`config.mk`:
```
export PLATFORM = sky130hd
export DESIGN_NAME = motion_speed_profile_generator_core
export DESIGN_NICKNAME = d
export VERILOG_FILES = /design/src/hdl/msp_pkg.sv /design/src/hdl/msp_sqrt.sv /design/src/hdl/msp_datapath.sv /design/src/hdl/msp_ctrl.sv /design/src/hdl/motion_speed_profile_generator_core.sv
export SDC_FILE = /design/constraint.sdc
export NUM_CORES = 2
export LEC_CHECK = 0
export BUFFER_PORTS_ARGS = -buffer_cell sky130_fd_sc_hd__buf_2
export CAP_MARGIN = 10
export CELL_PAD_IN_SITES_DETAIL_PLACEMENT = 1
export CELL_PAD_IN_SITES_GLOBAL_PLACEMENT = 2
export CORE_ASPECT_RATIO = 2
export CORE_MARGIN = 4
export CORE_UTILIZATION = 42
export CTS_BUF_LIST = sky130_fd_sc_hd__clkbuf_8
export DETAILED_ROUTE_END_ITERATION = 8
export GPL_TIMING_DRIVEN = 0
export PLACE_DENSITY = 0.95
export SKIP_LAST_GASP = 1
export SYNTH_ARGS = -nofsm -noshare
export SYNTH_HDL_FRONTEND = slang
export SYNTH_SLANG_ARGS = --single-unit
```
`constraint.sdc`:
```
create_clock -name clk -period 8.74 [get_ports clk]
set_clock_uncertainty 0.15 [all_clocks]
set_input_delay 0.437 -clock clk [delete_from_list [all_inputs] [get_ports clk]]
set_output_delay 0.437 -clock clk [all_outputs]
set_load 0.01 [all_outputs]
```
`src/hdl/msp_pkg.sv`:
```
package msp_pkg;

    // Field and register widths
    localparam int unsigned AccW   = 15;
    localparam int unsigned SpeedW = 24;
    localparam int unsigned PosW   = 32;
    localparam int unsigned FracW  = 8;
    localparam int unsigned ProdW  = PosW + AccW;
    localparam int unsigned RootW  = PosW / 2;

    // Input word modes
    localparam logic [2:0] MODE_TICK        = 3'd0;
    localparam logic [2:0] MODE_SET_SPEED   = 3'd1;
    localparam logic [2:0] MODE_OFS_CONSIGN = 3'd2;
    localparam logic [2:0] MODE_OFS_MEAS    = 3'd3;
    localparam logic [2:0] MODE_ABS_POS     = 3'd4;
    localparam logic [2:0] MODE_HARD_STOP   = 3'd5;

    // Configuration register indexes
    localparam logic CFG_ACCEL = 1'b0;
    localparam logic CFG_LIMIT = 1'b1;

    // Rounding constant added before dropping the fraction
    localparam logic [7:0] ROUND_UP = 8'hff;

    typedef enum logic [3:0] {
        S_IDLE,
        S_EXEC,
        S_DIST,
        S_MUL,
        S_ARG,
        S_SQRT,
        S_RAMP,
        S_ADV,
        S_OUT
    } msp_state_t;

    typedef struct packed {
        logic capture;
        logic apply;
        logic ramp_speed;
        logic load_dist;
        logic load_prod;
        logic sqrt_start;
        logic ramp_pos;
        logic advance;
        logic load_out;
    } msp_cmd_t;

    typedef struct packed {
        logic tick_run;
        logic position_mode;
        logic sqrt_done;
        logic out_free;
    } msp_status_t;

endpackage

```
`src/hdl/msp_sqrt.sv`:
```
module msp_sqrt
    import msp_pkg::*;
(
    input  logic             clk,
    input  logic             rst_n,
    input  logic             start,
    input  logic [PosW-1:0]  radicand,
    output logic             done,
    output logic [RootW-1:0] root
);

    logic [PosW-1:0] rem_reg, rem_next;
    logic [PosW-1:0] res_reg, res_next;
    logic [PosW-1:0] bit_reg, bit_next;
    logic            busy_reg, busy_next;
    logic            done_reg, done_next;
    logic [PosW:0]   trial;

    // One result bit per cycle, restoring form
    always_comb
    begin
        rem_next  = rem_reg;
        res_next  = res_reg;
        bit_next  = bit_reg;
        busy_next = busy_reg;
        done_next = done_reg;
        trial     = {1'b0, res_reg} + {1'b0, bit_reg};
        if (start)
        begin
            rem_next  = radicand;
            res_next  = '0;
            bit_next  = {2'b01, {(PosW-2){1'b0}}};
            busy_next = 1'b1;
            done_next = 1'b0;
        end
        else if (busy_reg)
        begin
            if ({1'b0, rem_reg} >= trial)
            begin
                rem_next = rem_reg - trial[PosW-1:0];
                res_next = (res_reg >> 1) + bit_reg;
            end
            else
            begin
                res_next = res_reg >> 1;
            end
            bit_next = bit_reg >> 2;
            if (bit_reg[0])
            begin
                busy_next = 1'b0;
                done_next = 1'b1;
            end
        end
    end

    always_ff @(posedge clk or negedge rst_n)
    begin
        if (!rst_n)
        begin
            busy_reg <= 1'b0;
            done_reg <= 1'b0;
        end
        else
        begin
            busy_reg <= busy_next;
            done_reg <= done_next;
        end
    end

    always_ff @(posedge clk)
    begin
        rem_reg <= rem_next;
        res_reg <= res_next;
        bit_reg <= bit_next;
    end

    assign done = done_reg;
    assign root = res_reg[RootW-1:0];

endmodule

```
`src/hdl/msp_datapath.sv`:
```
module msp_datapath
    import msp_pkg::*;
(
    input  logic                     clk,
    input  logic                     rst_n,
    input  msp_cmd_t                 cmd,
    output msp_status_t              status,
    input  logic [2:0]               mode,
    input  logic                     enabled,
    input  logic signed [15:0]       speed_value,
    input  logic signed [PosW-1:0]   position_value,
    input  logic signed [PosW-1:0]   measured_position,
    input  logic                     cfg_we,
    input  logic                     cfg_index,
    input  logic [AccW-1:0]          cfg_data,
    output logic                     out_valid,
    input  logic                     out_ready,
    output logic signed [SpeedW-1:0] speed_out,
    output logic signed [PosW-1:0]   shaft_consign_out,
    output logic                     position_mode_out
);

    // Configuration
    logic [AccW-1:0] accel_reg;
    logic [AccW-1:0] limit_reg;

    // Captured input word
    logic [2:0]      mode_reg;
    logic            enabled_reg;
    logic [15:0]     speed_value_reg;
    logic [PosW-1:0] position_value_reg;
    logic [PosW-1:0] measured_reg;

    // Profile state
    logic [SpeedW-1:0] speed_now_reg, speed_now_next;
    logic [SpeedW-1:0] speed_goal_reg, speed_goal_next;
    logic [PosW-1:0]   position_goal_reg, position_goal_next;
    logic              position_mode_reg, position_mode_next;
    logic [PosW-1:0]   consign_reg, consign_next;

    // Position ramp intermediates
    logic [PosW-1:0]  mag_reg;
    logic             dist_neg_reg;
    logic [ProdW-1:0] prod_reg;

    // Output register
    logic                     out_valid_reg;
    logic [SpeedW-1:0]        speed_out_reg;
    logic [PosW-1:0]          consign_out_reg;
    logic                     pos_mode_out_reg;

    logic             sqrt_done;
    logic [RootW-1:0] sqrt_root;

    logic [PosW-1:0]         delta;
    logic [ProdW+1:0]        arg_sum;
    logic [ProdW-FracW+1:0]  arg_wide;
    logic [PosW-1:0]         sqrt_arg;
    logic signed [SpeedW:0]  gap_up;
    logic signed [SpeedW:0]  acc_25;
    logic [AccW-1:0]         root_cl;
    logic signed [SpeedW+1:0] sf_mag, sf, lo, hi, now_26, acc_26;

    always_comb
    begin
        delta    = position_goal_reg - consign_reg;
        arg_sum  = {1'b0, prod_reg, 1'b0} + {{(ProdW-6){1'b0}}, ROUND_UP};
        arg_wide = arg_sum[ProdW+1:FracW];
        sqrt_arg = (|arg_wide[ProdW-FracW+1:PosW]) ? '1 : arg_wide[PosW-1:0];
    end

    msp_sqrt u_sqrt (
        .clk      (clk),
        .rst_n    (rst_n),
        .start    (cmd.sqrt_start),
        .radicand (sqrt_arg),
        .done     (sqrt_done),
        .root     (sqrt_root)
    );

    // Speed ramp and position ramp arithmetic
    always_comb
    begin
        gap_up  = $signed({speed_goal_reg[SpeedW-1], speed_goal_reg})
                - $signed({speed_now_reg[SpeedW-1], speed_now_reg});
        acc_25  = $signed({{(SpeedW+1-AccW){1'b0}}, accel_reg});
        root_cl = (sqrt_root > {1'b0, limit_reg}) ? limit_reg : sqrt_root[AccW-1:0];
        sf_mag  = $signed({{(SpeedW+2-AccW-FracW){1'b0}}, root_cl, {FracW{1'b0}}});
        sf      = dist_neg_reg ? -sf_mag : sf_mag;
        now_26  = $signed({{2{speed_now_reg[SpeedW-1]}}, speed_now_reg});
        acc_26  = $signed({{(SpeedW+2-AccW){1'b0}}, accel_reg});
        lo      = now_26 - acc_26;
        hi      = now_26 + acc_26;
    end

    always_comb
    begin
        speed_now_next     = speed_now_reg;
        speed_goal_next    = speed_goal_reg;
        position_goal_next = position_goal_reg;
        position_mode_next = position_mode_reg;
        consign_next       = consign_reg;

        if (cmd.apply)
        begin
            unique case (mode_reg)
                MODE_TICK:
                begin
                    speed_now_next = '0;
                end
                MODE_SET_SPEED:
                begin
                    position_mode_next = 1'b0;
                    speed_goal_next    = {speed_value_reg, {FracW{1'b0}}};
                end
                MODE_OFS_CONSIGN:
                begin
                    position_mode_next = 1'b1;
                    position_goal_next = consign_reg + position_value_reg;
                end
                MODE_OFS_MEAS:
                begin
                    position_mode_next = 1'b1;
                    position_goal_next = measured_reg + position_value_reg;
                end
                MODE_ABS_POS:
                begin
                    position_mode_next = 1'b1;
                    position_goal_next = position_value_reg;
                end
                MODE_HARD_STOP:
                begin
                    position_mode_next = 1'b0;
                    speed_now_next     = '0;
                    speed_goal_next    = '0;
                    consign_next       = measured_reg;
                end
                default:
                begin
                    speed_now_next = speed_now_reg;
                end
            endcase
        end

        if (cmd.ramp_speed)
        begin
            if (gap_up > 0)
            begin
                if (gap_up < acc_25)
                    speed_now_next = speed_goal_reg;
                else
                    speed_now_next = speed_now_reg + {{(SpeedW-AccW){1'b0}}, accel_reg};
            end
            else
            begin
                if (-gap_up < acc_25)
                    speed_now_next = speed_goal_reg;
                else
                    speed_now_next = speed_now_reg - {{(SpeedW-AccW){1'b0}}, accel_reg};
            end
        end

        if (cmd.ramp_pos)
        begin
            if (sf < lo)
                speed_now_next = lo[SpeedW-1:0];
            else if (sf > hi)
                speed_now_next = hi[SpeedW-1:0];
            else
                speed_now_next = sf[SpeedW-1:0];
        end

        // Consign moves by the whole-step part, rounded toward minus infinity
        if (cmd.advance)
            consign_next = consign_reg
                         + {{(PosW-SpeedW+FracW){speed_now_reg[SpeedW-1]}},
                            speed_now_reg[SpeedW-1:FracW]};
    end

    always_ff @(posedge clk or negedge rst_n)
    begin
        if (!rst_n)
        begin
            accel_reg         <= '0;
            limit_reg         <= '0;
            speed_now_reg     <= '0;
            speed_goal_reg    <= '0;
            position_goal_reg <= '0;
            position_mode_reg <= 1'b0;
            consign_reg       <= '0;
            out_valid_reg     <= 1'b0;
        end
        else
        begin
            if (cfg_we)
            begin
                unique case (cfg_index)
                    CFG_ACCEL: accel_reg <= cfg_data;
                    CFG_LIMIT: limit_reg <= cfg_data;
                    default:   accel_reg <= accel_reg;
                endcase
            end
            speed_now_reg     <= speed_now_next;
            speed_goal_reg    <= speed_goal_next;
            position_goal_reg <= position_goal_next;
            position_mode_reg <= position_mode_next;
            consign_reg       <= consign_next;
            if (cmd.load_out)
                out_valid_reg <= 1'b1;
            else if (out_ready)
                out_valid_reg <= 1'b0;
        end
    end

    always_ff @(posedge clk)
    begin
        if (cmd.capture)
        begin
            mode_reg           <= mode;
            enabled_reg        <= enabled;
            speed_value_reg    <= speed_value;
            position_value_reg <= position_value;
            measured_reg       <= measured_position;
        end
        if (cmd.load_dist)
        begin
            dist_neg_reg <= delta[PosW-1];
            mag_reg      <= delta[PosW-1] ? (~delta + 1'b1) : delta;
        end
        if (cmd.load_prod)
            prod_reg <= mag_reg * accel_reg;
        if (cmd.load_out)
        begin
            speed_out_reg    <= speed_now_reg;
            consign_out_reg  <= consign_reg;
            pos_mode_out_reg <= position_mode_reg;
        end
    end

    always_comb
    begin
        status.tick_run      = (mode_reg == MODE_TICK) && enabled_reg;
        status.position_mode = position_mode_reg;
        status.sqrt_done     = sqrt_done;
        status.out_free      = !out_valid_reg || out_ready;
    end

    assign out_valid         = out_valid_reg;
    assign speed_out         = speed_out_reg;
    assign shaft_consign_out = consign_out_reg;
    assign position_mode_out = pos_mode_out_reg;

endmodule

```
`src/hdl/msp_ctrl.sv`:
```
module msp_ctrl
    import msp_pkg::*;
(
    input  logic        clk,
    input  logic        rst_n,
    input  logic        in_valid,
    output logic        in_ready,
    input  msp_status_t status,
    output msp_cmd_t    cmd
);

    msp_state_t state_reg, state_next;

    always_ff @(posedge clk or negedge rst_n)
    begin
        if (!rst_n)
            state_reg <= S_IDLE;
        else
            state_reg <= state_next;
    end

    always_comb
    begin
        state_next = state_reg;
        cmd        = '0;
        in_ready   = 1'b0;
        unique case (state_reg)
            S_IDLE:
            begin
                in_ready = 1'b1;
                if (in_valid)
                begin
                    cmd.capture = 1'b1;
                    state_next  = S_EXEC;
                end
            end
            S_EXEC:
            begin
                if (!status.tick_run)
                begin
                    cmd.apply  = 1'b1;
                    state_next = S_OUT;
                end
                else if (status.position_mode)
                begin
                    state_next = S_DIST;
                end
                else
                begin
                    cmd.ramp_speed = 1'b1;
                    state_next     = S_ADV;
                end
            end
            S_DIST:
            begin
                cmd.load_dist = 1'b1;
                state_next    = S_MUL;
            end
            S_MUL:
            begin
                cmd.load_prod = 1'b1;
                state_next    = S_ARG;
            end
            S_ARG:
            begin
                cmd.sqrt_start = 1'b1;
                state_next     = S_SQRT;
            end
            S_SQRT:
            begin
                if (status.sqrt_done)
                    state_next = S_RAMP;
            end
            S_RAMP:
            begin
                cmd.ramp_pos = 1'b1;
                state_next   = S_ADV;
            end
            S_ADV:
            begin
                cmd.advance = 1'b1;
                state_next  = S_OUT;
            end
            S_OUT:
            begin
                if (status.out_free)
                begin
                    cmd.load_out = 1'b1;
                    state_next   = S_IDLE;
                end
            end
            default:
            begin
                state_next = S_IDLE;
            end
        endcase
    end

endmodule

```
`src/hdl/motion_speed_profile_generator_core.sv`:
```
// Trapezoidal speed profile generator for one motor axis.
// Input channel (in_valid/in_ready): one word per command or control tick;
// mode picks set speed, position target (absolute, from consign, from
// measured position), hard stop, or tick. Output channel (out_valid/
// out_ready): exactly one word per input word, carrying speed (16.8),
// shaft consign and the position-mode flag after that word took effect.
// Config port (cfg_we/cfg_index/cfg_data): 0 acceleration, 1 speed limit;
// write only while the block is idle.
// Sequence: commands are applied and go straight to the output register;
// speed-mode ticks ramp the speed, then advance the consign; position-mode
// ticks pass distance, multiply, argument, the 16-step restoring square
// root (one root bit a cycle) and ramp steps before the advance. One word
// is in work at a time; the next is accepted once the current result sits
// in the output register.
// Stall: a result waits in the output register while out_ready is low;
// the block still accepts and works the next word, then holds it until
// the output register frees.
// Reset: all profile state, configuration and valid flags clear to zero,
// speed mode; no clearing pass.
module motion_speed_profile_generator_core
    import msp_pkg::*;
(
    input  logic                     clk,
    input  logic                     rst_n,
    input  logic                     in_valid,
    output logic                     in_ready,
    input  logic [2:0]               mode,
    input  logic                     enabled,
    input  logic signed [15:0]       speed_value,
    input  logic signed [PosW-1:0]   position_value,
    input  logic signed [PosW-1:0]   measured_position,
    output logic                     out_valid,
    input  logic                     out_ready,
    output logic signed [SpeedW-1:0] speed_out,
    output logic signed [PosW-1:0]   shaft_consign_out,
    output logic                     position_mode_out,
    input  logic                     cfg_we,
    input  logic                     cfg_index,
    input  logic [AccW-1:0]          cfg_data
);

    // Controller to datapath command/status
    msp_cmd_t    cmd;
    msp_status_t status;

    msp_ctrl u_ctrl (
        .clk      (clk),
        .rst_n    (rst_n),
        .in_valid (in_valid),
        .in_ready (in_ready),
        .status   (status),
        .cmd      (cmd)
    );

    // Datapath holds config, profile state, sqrt unit and output register
    msp_datapath u_datapath (
        .clk               (clk),
        .rst_n             (rst_n),
        .cmd               (cmd),
        .status            (status),
        .mode              (mode),
        .enabled           (enabled),
        .speed_value       (speed_value),
        .position_value    (position_value),
        .measured_position (measured_position),
        .cfg_we            (cfg_we),
        .cfg_index         (cfg_index),
        .cfg_data          (cfg_data),
        .out_valid         (out_valid),
        .out_ready         (out_ready),
        .speed_out         (speed_out),
        .shaft_consign_out (shaft_consign_out),
        .position_mode_out (position_mode_out)
    );

endmodule

```
==> results.py <==
metrics = {
    "status": {
        "status": "complete, no violations",
    },
    "floorplan": {
        "num_rows": 173,
        "start_util_pct": 42.4,
        "pin_count": 164,
        "die_height_um": 482,
        "die_area_sq_um": 118000,
        "coreArea_sq_um": 111000,
        "fp.dieW_um": 245,
    },
    "yosys": {
        "synth.top_cell.area_share_pct": 16.7,
        "synth_edf_count": 253,
        "ys_async_sr_fraction_pct": 32.1,
        "syn-cell-area_sq_um": 47200,
        "syn_area_per_cell_sq_um": 9.14,
        "yosysSeqAreaShare_pct": 25.7,
        "yosysTopAreaCell": "fa_1",
        "synthDistinctLibCells": 91,
        "synth_fp_nets": 6053,
        "synthCells": 5157,
        "synth_area_leaders": "fa_1 17%, edfxtp_1 16%, ha_1 11%",
        "synthFlopType": "edfxtp_1",
        "ys_seq_elements": 443,
        "yosys_warnings": 0,
    },
    "place": {
        "dpl.hpwl_mm": 153,
        "place_congestion": 0.993,
        "io_buffers": 163,
    },
    "sta": {
        "fmax_mhz": 116,
        "period_share_pct": 98.4,
        "worstMarginPinSlew_ns": 1.13,
        "worst_slew_margin_rel_pct": 23.9,
        "holdWs_ns": 0.0890,
        "min_period_ns": 8.60,
        "hold_viol_final": 0,
        "finalSetupViolCount": 0,
        "finalMaxSlewViolations": 0,
    },
    "detailed_routing": {
        "routed_wl_mm": 190,
        "drt_first_pass_iters": 5,
        "drt_iter0_markers": 2089,
        "drc": 0,
        "routedWlPerCell_um": 26.9,
        "num_vias": 41400,
        "drtAntennaViolNets": 0,
        "viasPerCell": 5.87,
    },
    "final_layout": {
        "nets": 6406,
        "area_growth_pct": 11.8,
        "drive_above_1_share_pct": 7.99,
        "largest_reg_flops": 47,
    },
    "setup_path": {
        "path_max_fanout": 10,
        "critPathCaptureType": "flop",
        "path_class": "flop to flop",
        "critPathBufInv": 7,
        "critPathMaxStageDelay_ns": 0.77,
        "crit_arrival_ns": 8.93,
        "rrSetupSlack_ns": 0.14,
        "crit_top_cell": "fa_1",
        "cp-start-kind": "flop",
        "cpMaxStageDelayCell": "dfrtp_1",
        "cpLargestDelayFamily": "adder cells",
        "critPathRequiredTime_ns": 9.07,
    },
    "grt": {
        "grt_pass1_vias": 46500,
        "antenna_found_initial": 7,
        "grt_pass1_wl_mm": 283,
        "track_usage_pct": 32.0,
        "grt_overflow": 0,
        "grt_start_max_net_pins": 89,
    },
    "job": {
        "max_cap_violations": 0,
    },
    "cts": {
        "cts.sinks": 443,
        "cts_buffers": 72,
        "cts_tree": "built",
        "clk_pin_slew_ns": 0.07,
        "clk_latency_ns": 0.78,
        "root_buffer": "clkbuf_8",
        "cts.path.max_buffers": 3,
        "htree_levels": 3,
    },
    "hold_path": {
        "min-delay-path-class": "input pin to asynchronous set/reset pin",
    },
}
## final cells by class
class / count / area (sq um)
multi-input combinational: 3927 / 32200
timing repair buffer: 279 / 2060
fill: 13000 / 58500
buffer: 205 / 836
inverter: 582 / 2180
antenna: 5 / 12.5
tap: 1487 / 1860
clock buffer: 79 / 1090
sequential: 443 / 12100
clock inverter: 52 / 389
## stage by stage
stage	cell area [sq um]	std cells	setup TNS (ns)	utilization (%)	setup slack [ns]
2_1_floorplan	47200	5157	0	-	1.50
3_3_place_gp	49800	6807	-17.32	44.8	-1.02
3_5_place_dp	50100	6818	-19.48	45.0	-1.11
4_1_cts	52600	7050	0	47.3	0.00761
5_1_grt	52700	7058	-0.00781	47.4	-0.00446
6_report	52700	7059	0	47.4	0.139
## repair_timing
action / 4_1_cts / 5_1_grt
buffers inserted: 0 / 4
cloned: 0 / 0
setup endpoints to repair: 28 / 24
hold buffers: 101 / 0
endpoints found under the hold margin: 170 / 0
pin swaps: 0 / 2
resized for setup: 23 / 51
## cell families after synthesis
group	count (synthesis)	share of synthesized area (%)
xor+xnor	310	5.77
compound gates	1122	15.3
simple gates	1567	16.6
buf+inv	787	6.31
fa+ha+maj	791	27.3
flops	443	25.7
mux	137	3.08
## synthesized netlist by cell type (47+ instances only)
library cell,instances
xnor2_1,207
dfrtp_1,142
and2_1,299
fa_1,394
a31oi_1,73
ha_1,397
o21ai_0,282
a21o_1,113
xor2_1,102
dfxtp_1,48
nor2_1,283
mux2i_1,73
a21oi_1,273
nand2_1,480
mux2_2,64
nor3_1,96
inv_1,581
nor2b_1,59
nand2b_1,66
clkbuf_1,191
o21a_1,47
nand3_1,68
edfxtp_1,253
## worst reg2reg max path, stage by stage (launching register included)
cell and delay [ns]:
dfrtp_1 0.77, clkbuf_1 0.52, and2_1 0.25, fa_1 0.45, inv_1 0.11, fa_1 0.43, inv_1 0.10, fa_1 0.45
fa_1 0.49, fa_1 0.67, inv_1 0.10, fa_1 0.54, inv_1 0.05, ha_1 0.28, clkbuf_1 0.19, a21o_1 0.19
a21o_1 0.17, a21o_1 0.19, a21o_1 0.19, a22oi_1 0.24, a31oi_1 0.20, o41ai_2 0.32, buf_4 0.18, o31ai_1 0.13
or4_1 0.46, a31o_2 0.22, a21oi_1 0.19, xnor2_1 0.10
## layer usage
layer	vias to the layer above	GRT usage, %	share of wire, %
li1	18400	-	-
met1	20700	28.3	31
met2	1496	59.6	52
met3	846	4.99	4.5
met4	0	32.0	13
met5	-	0	0
## placed cells by master, fill, tap and decap left out, drive strengths merged, types with 20 or more instances in the layout
cell type and count:
inv 605, nand2 481, ha 397, fa 394
and2 299, o21ai 286, nor2 283, a21oi 273
clkbuf 270, edfxtp 253, xnor2 208, buf 192
dfrtp 142, a21o 113, xor2 102, dlygate4sd3 101
nor3 97, a31oi 75, mux2i 73, nand3 68
nand2b 66, mux2 64, nor2b 59, dfxtp 48
o21a 47, a211oi 46, o21bai 46, nand4 43
nor4 35, and3 30, or3 29, o211ai 27
o31ai 26, clkinv 23, or2 20
## final timing paths
| kind | start | end | depth (start not counted) |
|---|---|---|---|
| setup / recovery | u_datapath.accel_reg[1] | u_datapath.prod_reg[46] | 27 |
| hold / removal | rst_n | u_datapath.limit_reg[0] | 2 |
| setup reg to reg | u_datapath.accel_reg[1] | u_datapath.prod_reg[46] | 27 |
| hold reg to reg | u_datapath.position_goal_reg[13] | u_datapath.position_goal_reg[13] | 2 |
| max in group asynchronous | rst_n | u_datapath.position_goal_reg[7] | 3 |
| min in group clk | in_valid | u_ctrl.state_reg[0] | 4 |
Power is not shown: default switching activity piles up to over one toggle a cycle in this logic, so the estimate is an artifact.
